### src/rtl/kslc_pkg.sv
package kslc_pkg;

  // Configuration register indexes
  localparam logic [1:0] REG_BIT_PHASE  = 2'd0;
  localparam logic [1:0] REG_HS_TIMEOUT = 2'd1;
  localparam logic [1:0] REG_BUS_FREE   = 2'd2;
  localparam logic [1:0] REG_RESET_HOLD = 2'd3;

  localparam int unsigned CFG_ADDR_W = 4;

  // Register reset values
  localparam logic [9:0]  BIT_PHASE_RST  = 10'd20;
  localparam logic [19:0] HS_TIMEOUT_RST = 20'd143000;
  localparam logic [9:0]  BUS_FREE_RST   = 10'd100;
  localparam logic [19:0] RESET_HOLD_RST = 20'd500000;

  typedef struct packed {
    logic [9:0]  bit_phase;
    logic [19:0] hs_timeout;
    logic [9:0]  bus_free;
    logic [19:0] reset_hold;
  } cfg_t;

endpackage

### src/rtl/kslc_regs.sv
module kslc_regs (
  input  logic                            clk,
  input  logic                            rst,
  input  logic                            psel,
  input  logic                            penable,
  input  logic                            pwrite,
  input  logic [kslc_pkg::CFG_ADDR_W-1:0] paddr,
  input  logic [31:0]                     pwdata,
  output logic [31:0]                     prdata,
  output logic                            pready,
  output kslc_pkg::cfg_t                  cfg
);
  import kslc_pkg::*;

  logic       wr_en;
  logic [1:0] reg_idx;

  assign pready  = 1'b1;
  assign wr_en   = psel && penable && pwrite;
  assign reg_idx = paddr[3:2];

  // Write a register on the access phase of a write transaction
  always_ff @(posedge clk) begin
    if (rst) begin
      cfg.bit_phase  <= BIT_PHASE_RST;
      cfg.hs_timeout <= HS_TIMEOUT_RST;
      cfg.bus_free   <= BUS_FREE_RST;
      cfg.reset_hold <= RESET_HOLD_RST;
    end else if (wr_en) begin
      case (reg_idx)
        REG_BIT_PHASE:  cfg.bit_phase  <= pwdata[9:0];
        REG_HS_TIMEOUT: cfg.hs_timeout <= pwdata[19:0];
        REG_BUS_FREE:   cfg.bus_free   <= pwdata[9:0];
        REG_RESET_HOLD: cfg.reset_hold <= pwdata[19:0];
        default: ;
      endcase
    end
  end

  // Return the addressed register, zero-extended
  always_comb begin
    case (reg_idx)
      REG_BIT_PHASE:  prdata = {22'd0, cfg.bit_phase};
      REG_HS_TIMEOUT: prdata = {12'd0, cfg.hs_timeout};
      REG_BUS_FREE:   prdata = {22'd0, cfg.bus_free};
      REG_RESET_HOLD: prdata = {12'd0, cfg.reset_hold};
      default:        prdata = 32'd0;
    endcase
  end

endmodule

### src/rtl/keyboard_serial_link_controller.sv
// Latency: a result is valid in the cycle after its input transaction is accepted.
// Throughput: one item per cycle while the result stream is not stalled; the next-state logic is a single pass per item
// and the output register frees as soon as its result is taken.
// Reset (rst, synchronous): link lost sync, sequencer idle, counters, shift bits
// and modifiers cleared, configuration registers at their defaults.
module keyboard_serial_link_controller (
  input  logic                            clk,
  input  logic                            rst,
  // APB configuration port
  input  logic                            psel,
  input  logic                            penable,
  input  logic                            pwrite,
  input  logic [kslc_pkg::CFG_ADDR_W-1:0] paddr,
  input  logic [31:0]                     pwdata,
  output logic [31:0]                     prdata,
  output logic                            pready,
  // Input stream
  input  logic                            s_axis_tvalid,
  output logic                            s_axis_tready,
  input  logic [15:0]                     s_axis_tdata,  // key_code[7:0], clk_line[8],
                                                         // data_line[9], zero[15:10]
  input  logic                            s_axis_tuser,  // action[0]
  // Result stream
  output logic                            m_axis_tvalid,
  input  logic                            m_axis_tready,
  output logic [7:0]                      m_axis_tdata   // clk_sink[0], data_sink[1],
                                                         // link_mode[3:2], busy_res[4],
                                                         // status[7:5]
);
  import kslc_pkg::*;

  localparam logic [1:0] LINK_LOST  = 2'd0;
  localparam logic [1:0] LINK_SYNC  = 2'd1;
  localparam logic [1:0] LINK_RESET = 2'd2;

  localparam logic [2:0] ST_NONE         = 3'd0;
  localparam logic [2:0] ST_KEY_SENT     = 3'd1;
  localparam logic [2:0] ST_KEY_DROPPED  = 3'd2;
  localparam logic [2:0] ST_TIMEOUT_LOST = 3'd3;
  localparam logic [2:0] ST_RESYNCED     = 3'd4;
  localparam logic [2:0] ST_RESET_START  = 3'd5;
  localparam logic [2:0] ST_RESET_END    = 3'd6;
  localparam logic [2:0] ST_KEY_REJECTED = 3'd7;

  localparam logic [7:0]  REBOOT_MASK = 8'hC8;
  localparam logic [19:0] COUNT_MAX   = 20'hFFFFF;

  typedef enum logic [5:0] {
    PH_IDLE      = 6'b000001,
    PH_BUSWAIT   = 6'b000010,
    PH_SETUP     = 6'b000100,
    PH_CLKLOW    = 6'b001000,
    PH_CLKHIGH   = 6'b010000,
    PH_HANDSHAKE = 6'b100000
  } phase_t;

  cfg_t cfg;

  kslc_regs u_regs (
    .clk     (clk),
    .rst     (rst),
    .psel    (psel),
    .penable (penable),
    .pwrite  (pwrite),
    .paddr   (paddr),
    .pwdata  (pwdata),
    .prdata  (prdata),
    .pready  (pready),
    .cfg     (cfg)
  );

  logic [1:0]  link_state, link_next;
  phase_t      phase, phase_next;
  logic [7:0]  shift_bits, shift_next;
  logic [3:0]  bits_left, left_next;
  logic [19:0] tick_count, count_next;
  logic [7:0]  modifier_bits, mod_next;
  logic [2:0]  st_next;

  logic        accept;
  logic        action;
  logic [7:0]  key;
  logic        clk_in;
  logic        dat_in;
  logic [19:0] count_inc;
  logic [7:0]  mod_bit;
  logic [3:0]  left_dec;
  logic        sending;
  logic [7:0]  result;

  assign accept        = s_axis_tvalid && s_axis_tready;
  assign s_axis_tready = !m_axis_tvalid || m_axis_tready;
  assign action        = s_axis_tuser;
  assign key           = s_axis_tdata[7:0];
  assign clk_in        = s_axis_tdata[8];
  assign dat_in        = s_axis_tdata[9];

  assign count_inc = (tick_count == COUNT_MAX) ? tick_count : tick_count + 20'd1;
  assign mod_bit   = 8'd1 << key[2:0];
  assign left_dec  = (bits_left != 4'd0) ? bits_left - 4'd1 : 4'd0;

  // Work out the next state and status for one item
  always_comb begin
    link_next  = link_state;
    phase_next = phase;
    shift_next = shift_bits;
    left_next  = bits_left;
    count_next = tick_count;
    mod_next   = modifier_bits;
    st_next    = ST_NONE;
    if (action) begin
      if (phase != PH_IDLE) begin
        st_next = ST_KEY_REJECTED;
      end else begin
        if (key[6:3] == 4'b1100) begin
          if (key[7]) mod_next = modifier_bits & ~mod_bit;
          else        mod_next = modifier_bits | mod_bit;
        end
        if ((mod_next & REBOOT_MASK) == REBOOT_MASK) begin
          link_next  = LINK_RESET;
          phase_next = PH_IDLE;
          count_next = 20'd0;
          st_next    = ST_RESET_START;
        end else if (link_state == LINK_SYNC && key != 8'hFF) begin
          shift_next = {key[6:0], key[7]};
          left_next  = 4'd8;
          phase_next = PH_BUSWAIT;
          count_next = 20'd0;
        end
      end
    end else if (link_state == LINK_RESET) begin
      // Hold the clock low until the hold time has passed and keys are released
      count_next = count_inc;
      if (count_inc >= cfg.reset_hold &&
          (modifier_bits & REBOOT_MASK) != REBOOT_MASK) begin
        link_next  = LINK_LOST;
        phase_next = PH_IDLE;
        count_next = 20'd0;
        st_next    = ST_RESET_END;
      end
    end else begin
      case (phase)
        PH_IDLE: begin
          if (link_state == LINK_LOST) begin
            shift_next = 8'h80;
            left_next  = 4'd1;
            phase_next = PH_BUSWAIT;
            count_next = 20'd0;
          end
        end
        PH_BUSWAIT: begin
          if (clk_in && dat_in) begin
            phase_next = PH_SETUP;
            count_next = 20'd0;
          end else begin
            count_next = count_inc;
            if (count_inc >= {10'd0, cfg.bus_free}) begin
              phase_next = PH_IDLE;
              count_next = 20'd0;
              left_next  = 4'd0;
              if (link_state == LINK_SYNC) st_next = ST_KEY_DROPPED;
            end
          end
        end
        PH_SETUP: begin
          count_next = count_inc;
          if (count_inc >= {10'd0, cfg.bit_phase}) begin
            phase_next = PH_CLKLOW;
            count_next = 20'd0;
          end
        end
        PH_CLKLOW: begin
          count_next = count_inc;
          if (count_inc >= {10'd0, cfg.bit_phase}) begin
            phase_next = PH_CLKHIGH;
            count_next = 20'd0;
          end
        end
        PH_CLKHIGH: begin
          count_next = count_inc;
          if (count_inc >= {10'd0, cfg.bit_phase}) begin
            shift_next = {shift_bits[6:0], 1'b0};
            left_next  = left_dec;
            phase_next = (left_dec == 4'd0) ? PH_HANDSHAKE : PH_SETUP;
            count_next = 20'd0;
          end
        end
        PH_HANDSHAKE: begin
          if (!dat_in) begin
            phase_next = PH_IDLE;
            count_next = 20'd0;
            if (link_state == LINK_SYNC) begin
              st_next = ST_KEY_SENT;
            end else begin
              link_next = LINK_SYNC;
              st_next   = ST_RESYNCED;
            end
          end else begin
            count_next = count_inc;
            if (count_inc >= cfg.hs_timeout) begin
              phase_next = PH_IDLE;
              count_next = 20'd0;
              if (link_state == LINK_SYNC) begin
                link_next = LINK_LOST;
                st_next   = ST_TIMEOUT_LOST;
              end
            end
          end
        end
        default: begin
          phase_next = PH_IDLE;
          count_next = 20'd0;
        end
      endcase
    end
  end

  // Build the result from the state after the item
  assign sending = (phase_next == PH_SETUP) || (phase_next == PH_CLKLOW) ||
                   (phase_next == PH_CLKHIGH);
  assign result  = {st_next,
                    phase_next != PH_IDLE,
                    link_next,
                    sending && shift_next[7],
                    (link_next == LINK_RESET) || (phase_next == PH_CLKLOW)};

  // Advance the link state on each accepted transaction
  always_ff @(posedge clk) begin
    if (rst) begin
      link_state    <= LINK_LOST;
      phase         <= PH_IDLE;
      shift_bits    <= 8'd0;
      bits_left     <= 4'd0;
      tick_count    <= 20'd0;
      modifier_bits <= 8'd0;
    end else if (accept) begin
      link_state    <= link_next;
      phase         <= phase_next;
      shift_bits    <= shift_next;
      bits_left     <= left_next;
      tick_count    <= count_next;
      modifier_bits <= mod_next;
    end
  end

  // Hold the result until the downstream side takes it
  always_ff @(posedge clk) begin
    if (rst) begin
      m_axis_tvalid <= 1'b0;
    end else if (accept) begin
      m_axis_tvalid <= 1'b1;
    end else if (m_axis_tready) begin
      m_axis_tvalid <= 1'b0;
    end
  end

  always_ff @(posedge clk) begin
    if (accept) m_axis_tdata <= result;
  end

  // Reboot reset always parks the sequencer
  a_reset_idle: assert property (@(posedge clk) disable iff (rst)
    link_state == LINK_RESET |-> phase == PH_IDLE)
    else $error("sequencer active during reboot reset");

  // A bit is only clocked out while bits remain
  a_bits_left: assert property (@(posedge clk) disable iff (rst)
    (phase == PH_SETUP || phase == PH_CLKLOW || phase == PH_CLKHIGH) |->
      bits_left != 4'd0)
    else $error("bit phase with no bits left");

  // An empty output register must never stall the input
  a_ready_empty: assert property (@(posedge clk) disable iff (rst)
    !m_axis_tvalid |-> s_axis_tready)
    else $error("input stalled with empty output register");

  // Key sent is reported only out of the handshake phase
  a_sent_hs: assert property (@(posedge clk) disable iff (rst)
    accept && st_next == ST_KEY_SENT |-> phase == PH_HANDSHAKE && link_state == LINK_SYNC)
    else $error("key sent reported outside handshake");

  // A reboot reset result drives the clock low
  a_reset_clk: assert property (@(posedge clk) disable iff (rst)
    accept && link_next == LINK_RESET |=> m_axis_tdata[0])
    else $error("clock not held low in reboot reset");

endmodule
### config.mk
export PLATFORM = sky130hd
export DESIGN_NAME = keyboard_serial_link_controller
export DESIGN_NICKNAME = d
export VERILOG_FILES = /design/src/rtl/kslc_pkg.sv /design/src/rtl/kslc_regs.sv /design/src/rtl/keyboard_serial_link_controller.sv
export SDC_FILE = /design/constraint.sdc
export NUM_CORES = 1
export LEC_CHECK = 0
export BUFFER_PORTS_ARGS = -buffer_cell sky130_fd_sc_hd__buf_2
export CORE_MARGIN = 2
export CORE_UTILIZATION = 63
export CTS_CLUSTER_SIZE = 30
export DETAILED_ROUTE_END_ITERATION = 12
export MAX_ROUTING_LAYER = met4
export PLACE_DENSITY = 0.86
export REMOVE_ABC_BUFFERS = 1
export SETUP_SLACK_MARGIN = 0.5
export SYNTH_ARGS = -nofsm -noshare
export SYNTH_HDL_FRONTEND = slang
export SYNTH_SLANG_ARGS = --single-unit
### constraint.sdc
create_clock -name clk -period 7.1 [get_ports clk]
set_clock_uncertainty 0.1 [all_clocks]
set_input_delay 1.065 -clock clk [delete_from_list [all_inputs] [get_ports clk]]
set_output_delay 1.065 -clock clk [all_outputs]
set_load 0.01 [all_outputs]
# Word level (Yosys, flattened, before mapping)
# Cells that the tools add are included.
# Widths: inputs -> output; s select.
[totals] reg_bits=117 output_inout_bits=43 wordCells=166
[op_classes] n_addsub=2 order_cmp=4 n_eq_ne=33 shifts=1 n_mux=79 bitwise=4 n_reduce_logical=29
[ops] operator="$mux 20" count=13
[ops] operator="$pmux 32 s4" count=1
[ops] operator="$mux 6" count=15
[ops] operator="$mux 8" count=11
[ops] operator="$pmux 20 s4" count=1
[ops] operator="$ge 20x10->1" count=2
[ops] operator="$ge 20x20->1" count=2
[ops] operator="$mux 4" count=10
[ops] operator="$pmux 6 s6" count=1
[ops] operator="$mux 2" count=15
[ops] operator="$mux 3" count=7
[ops] operator="$add 20x1->20 const B" count=1
[ops] operator="$eq 20x20->1 const B" count=1
[ops] operator="$pmux 8 s2" count=1
[ops] operator="$ne 3x3->1 const B" count=5
[ops] operator="$eq 6x3->1 const B" count=2
[ops] operator="$eq 6x4->1 const B" count=2
[ops] operator="$eq 6x5->1 const B" count=2
[ops] operator="$ne 6x1->1 const B" count=2
[ops] operator="$pmux 4 s3" count=1
[ops] operator="$reduce_and 10->1" count=1
[ops] operator="$and 8x8->8" count=1
[ops] operator="$eq 2x2->1 const B" count=4
[ops] operator="$ne 8x8->1 const B" count=1
[ops] operator="other kinds (30)" count=50

# Depth between registers and ports, before layout
[depth] word_depth=15 mapped_depth=20 ltp_nobuf=18

# Hierarchy
# Synthesis repeated with hierarchy kept, for this count alone.
[hier_totals] cells_unflattened=933 area_unflattened_um2=7724.9
[by_module_without_submodules] mod="keyboard_serial_link_controller" instances=1 cells_per_inst=638 area_per_inst_um2=4757.1 seq_area_each_um2=1121.1
[by_module_without_submodules] mod="kslc_regs" instances=1 cells_per_inst=295 area_per_inst_um2=2967.8 seq_area_each_um2=1201.2

# Least setup slack after synthesis
# Ideal clock, no wire load.
[synth_timing] path_type="reg2reg" from="reg tick_count[0]" to="reg tick_count[0]" setup_ns=0.075 arrival_time_ns=4.423 slack_ns=2.502 stages_incl_launch_ff=20 period_less_slack_ns=4.598 cell_sequence="dfxtp_1 -> ha_1 -> nand3_2 -> nor3_1 -> nand3b_1 -> clkbuf_1 -> nand3_1 -> xnor2_1 -> ha_1 -> a21o_1 -> a221oi_1 -> o221ai_1 -> a2111o_1 -> nor4_1 -> a31oi_1 -> a211oi_2 -> o2111a_2 -> buf_6 -> nand3b_1 -> a31oi_1"
[synth_between] elab_chain_cells=8
[synth_rtl] item="from (decl)" line="keyboard_serial_link_controller.sv:76" source="logic [19:0] tick_count, count_next;"
[synth_rtl] item="from (signal assigned)" line="keyboard_serial_link_controller.sv:241" source="tick_count <= count_next;"
[synth_rtl] item="$add 20x1->20 / $eq 20x20->1 (equally long branches)" line="keyboard_serial_link_controller.sv:98" source="assign count_inc = (tick_count == COUNT_MAX) ? tick_count : tick_count + 20'd1;"
[synth_rtl] item="$mux 20 (*)" line="keyboard_serial_link_controller.sv:98"
[synth_rtl] item="$ge 20x20->1 / $ge 20x10->1 (equally long branches)" line="keyboard_serial_link_controller.sv:200, keyboard_serial_link_controller.sv:157"
[synth_rtl] item="$mux 20, on equally long branches" line="keyboard_serial_link_controller.sv:200, keyboard_serial_link_controller.sv:157"
[synth_rtl] item="$mux 20, on equally long branches" line="keyboard_serial_link_controller.sv:189, keyboard_serial_link_controller.sv:152"
[synth_rtl] item="$pmux 20 s4" line="keyboard_serial_link_controller.sv:142" source="case (phase)"
[synth_rtl] item="$mux 20 (*)" line="keyboard_serial_link_controller.sv:131" source="end else if (link_state == LINK_RESET) begin"
[synth_rtl] item="$mux 20 (*)" line="keyboard_serial_link_controller.sv:111" source="if (action) begin"
# Mark *: on every way between the ends. The rest lies on a longest branch, timed or not.
# A chain may end at the register's enable or synchronous reset.

# Worst setup path in the final report
# Ends and elaborated chain as after synthesis.

==> results.md <==
- Outcome: complete, no violations
- Worst setup EP type: register
- Inserted Diodes: 0
- Detailed Route WL: 18.2 mm
- H-tree depth: 3
- Post-synth EDFFs: 8
- R2r setup slk: 1310 ps
- CTS sink count: around 110
- Post-synth ARST share: 0%
- Residual DRC: 0
- Gp weighted congestion: 0.950
- Synth Flop Type: dfxtp_1
- Core Rows: 39
- Hold Path Cell Cnt: 2
- Detailed placement HPWL: 13.3 mm
- ANT nets after route: 0
- Port buffer count: between 60 and 70
- Postcts setup bufs: 0
- Hold Crit Class: register to register
- Pre-CTS WS: 1460 ps
- Initial antenna violation count: 0
- Slew HR: 17.3%
- Final setup vio count: 0
- Hold path start: u_regs.cfg[45]$_SDFFE_PP0P_
- Syn_area_per_cell: between 8 and 9 µm²
- VDD IR max: 201 µV
- Cell Pwr Density: 179 mW/mm²
- Cells after Synth: 897
- CTS resizes: 0
- Total gr overflow: 0
- Crit start category: register
- Clock-pin transition on the worst setup and hold timing paths: 70 ps
- Unrepaired setup endpoints after global routing: false
- Final hold vios: 0
- WP data arrival: 5980 ps
- Final cell count without fillers: 1081
- Post-layout worst setup margin: about 1300 ps
- Post-Route Setup TNS: 0 ps
- Share of cells above drive strength 1: 13.8%
- Slew Viols, Final: 0
- Tmin final: 5790 ps
- Netlist cell types: 77
- Die ar.: 0.0127 mm²
- R2r endpoint: tick_count[0]$_SDFFE_PP0P_
- Cell family with most CP delay: compound AO/OA/AOI/OAI gates
- Insertion delay to the later sink of the worst-skew pair: 370 ps
- WS Path Type: register to register
- Final Util: 70.6%
- Inserted Clock Buffers: 9
- Worst Path Max Fanout: 21
- Largest net degree at the start of global routing: 47
- Hold buffer count at cts: 0
- Yosys reg bits: 112
- Area Overhead vs Synth: 9.01%
- Ys Warns: 0
- First-pass GRT wire length: 30.2 mm
- Clk buf depth: 2
- Post-synthesis cell area: around 0.0074 mm²
- Worst path max stage delay: roughly 540 ps
- Most common cell after layout, fill and taps aside: nand2_1
- Core ar.: between 0.01 and 0.015 mm²
- Final net count: approximately 1100
- Number of global-route vias before repair: 6198
- Tcrit/Tclk final: 81.6%
- DRT iter0 DRCs: 705
- CTS tree: yes
- Register area share after synthesis: between 30 and 40%
- DR pass1 iterations: 7
- Die width: 113 µm
- Number of I/O pins: 103
- Root Driver: clkbuf_16
- Static Leak: 3.38 nW
- Die height: between 100 and 150 µm
- Worst Path Required: approximately 7300 ps
- Placed Cells: 1065
- Max Freq: 0.173 GHz
- Via Count: approximately 6700
- Routed wire per std cell: 16.9 µm
- Crit-path cells: ha_1 -> nand3_2 -> nor3_1 -> nand3b_1 -> buf_4 -> nand2b_1 -> nor2_1 -> xor2_1 -> ha_1 -> and2_1 -> a221oi_1 -> o221ai_1 -> a2111o_1 -> nor4_1 -> a31oi_1 -> a211oi_2 -> o2111a_2 -> nand4_1 -> a31oi_1
- Register-to-Register Path Depth: 19
- Worst hold endpoint: u_regs.cfg[45]$_SDFFE_PP0P_
- Gr usage total: roughly 30%
- Actual slew at the worst max-slew pin: around 1200 ps
- Most frequent cells in the layout: nand2_1 (106), dfxtp_1 (104), nor2_1 (81), inv_1 (71), buf_2 (69)
- Worst R2R Start: tick_count[0]$_SDFFE_PP0P_
- Initial core utilization: 64.8%
- Slowest-stage cell, CP: o2111a_2
- CP bufs+invs: 1
- Vias per inst: 6.23
- Max_cap viols: 0
- Final hold slack: 377 ps
area by class of cell:
cell class,instances,area [µm²]
Clock inverter,6,113
Timing Repair Buffer,73,375
Inverter,72,270
Tap cell,143,179
Multi-Input combinational cell,665,4590
Sequential cell,112,2320
Clock buffer,10,250
Fill cell,902,3370
sequential cells by signal, summed over array words and instances (netlist names):
signal	cells
bits_left	4
link_state	2
m_axis_tdata	8
m_axis_tvalid	1
modifier_bits	3
phase	6
shift_bits	8
tick_count	20
u_regs.cfg	60
synth_stat cells (3+ instances only):
library cell / number / share of area (%)
or2_2: 6 / 0.51
a22oi_1: 24 / 2.4
buf_6: 3 / 0.45
o21ai_0: 18 / 1.2
a31oi_1: 6 / 0.51
a21boi_0: 3 / 0.30
nor2_1: 81 / 4.1
nand4_1: 20 / 1.7
nand3b_1: 4 / 0.40
nand2_1: 106 / 5.4
o211ai_1: 23 / 2.3
clkbuf_1: 37 / 1.9
buf_4: 14 / 1.4
mux2_2: 4 / 0.61
ha_1: 61 / 10
nor3b_1: 3 / 0.30
dfxtp_1: 104 / 28
and2_1: 7 / 0.59
nand3_1: 20 / 1.3
a21o_1: 14 / 1.4
buf_1: 3 / 0.15
mux2i_1: 33 / 4.4
a211oi_1: 15 / 1.5
and3_1: 4 / 0.34
o31ai_1: 6 / 0.61
edfxtp_1: 8 / 3.2
nor4_1: 9 / 0.76
xnor2_1: 12 / 1.4
a21oi_1: 51 / 3.4
nor2b_1: 15 / 1.3
nand2b_1: 11 / 0.93
xor2_1: 4 / 0.47
o21a_1: 5 / 0.51
inv_1: 71 / 3.6
mux4_2: 10 / 3.0
nor3_1: 20 / 1.3
a2111oi_0: 4 / 0.47
a211oi_2: 5 / 0.84
cell families after synthesis:
kind of cell	count (synthesis)	synth area share [%]
simple gates	323	21.3
mux	47	8.08
buf+inv	131	7.66
xor+xnor	16	1.89
flops	112	31.3
fa+ha+maj	62	10.4
other cells	2	0.101
compound gates	204	19.3
stage by stage:
step | instance area (µm²) | total power, W
after CTS | 8100 | 0.00145
after floorplan | 7170 | 0.000781
final | 8100 | 0.00145
after global routing | 8100 | 0.00150
after detailed placement | 7730 | 0.000850
after global placement | 7730 | 0.000846
layer usage:
layer	up-vias	global-route usage [%]	part of all wire (%)
met4	0	8.54	2.0
met5	-	-	0
met1	3186	39.2	45
met3	38	5.51	5.3
li1	3271	-	-
met2	235	47.1	47
where the power goes:
part	internal [W]	switching [W]	total, W
clock	0.000367	0.000242	0.000609
sequential	0.000653	0.0000140	0.000667
combinational	0.0000633	0.000109	0.000172
total	0.00108	0.000365	0.00145
worst max path at each step:
stage,startpoint,to,slack [ps],cells past startpoint
floorplan,tick_count[0]$_SDFFE_PP0P_,tick_count[0]$_SDFFE_PP0P_,2280,18
global placement,tick_count[0]$_SDFFE_PP0P_,tick_count[0]$_SDFFE_PP0P_,1630,19
detailed placement,tick_count[0]$_SDFFE_PP0P_,tick_count[0]$_SDFFE_PP0P_,1460,19
CTS,tick_count[0]$_SDFFE_PP0P_,tick_count[0]$_SDFFE_PP0P_,1440,19
global route,tick_count[0]$_SDFFE_PP0P_,tick_count[0]$_SDFFE_PP0P_,990,19
finish,tick_count[0]$_SDFFE_PP0P_,tick_count[0]$_SDFFE_PP0P_,1310,19
worst register-to-register path: cells and delay by family (launching register included):
family,cells,cell delay (ps)
DFF,1,490
adders and majority gates,2,560
and+or+nand+nor,8,1690
buffers and inverters,1,210
xor gates and xnor gates,1,410
AOI/OAI and AO/OA,7,2280
No activity file was read; power rests on OpenSTA's default activity.
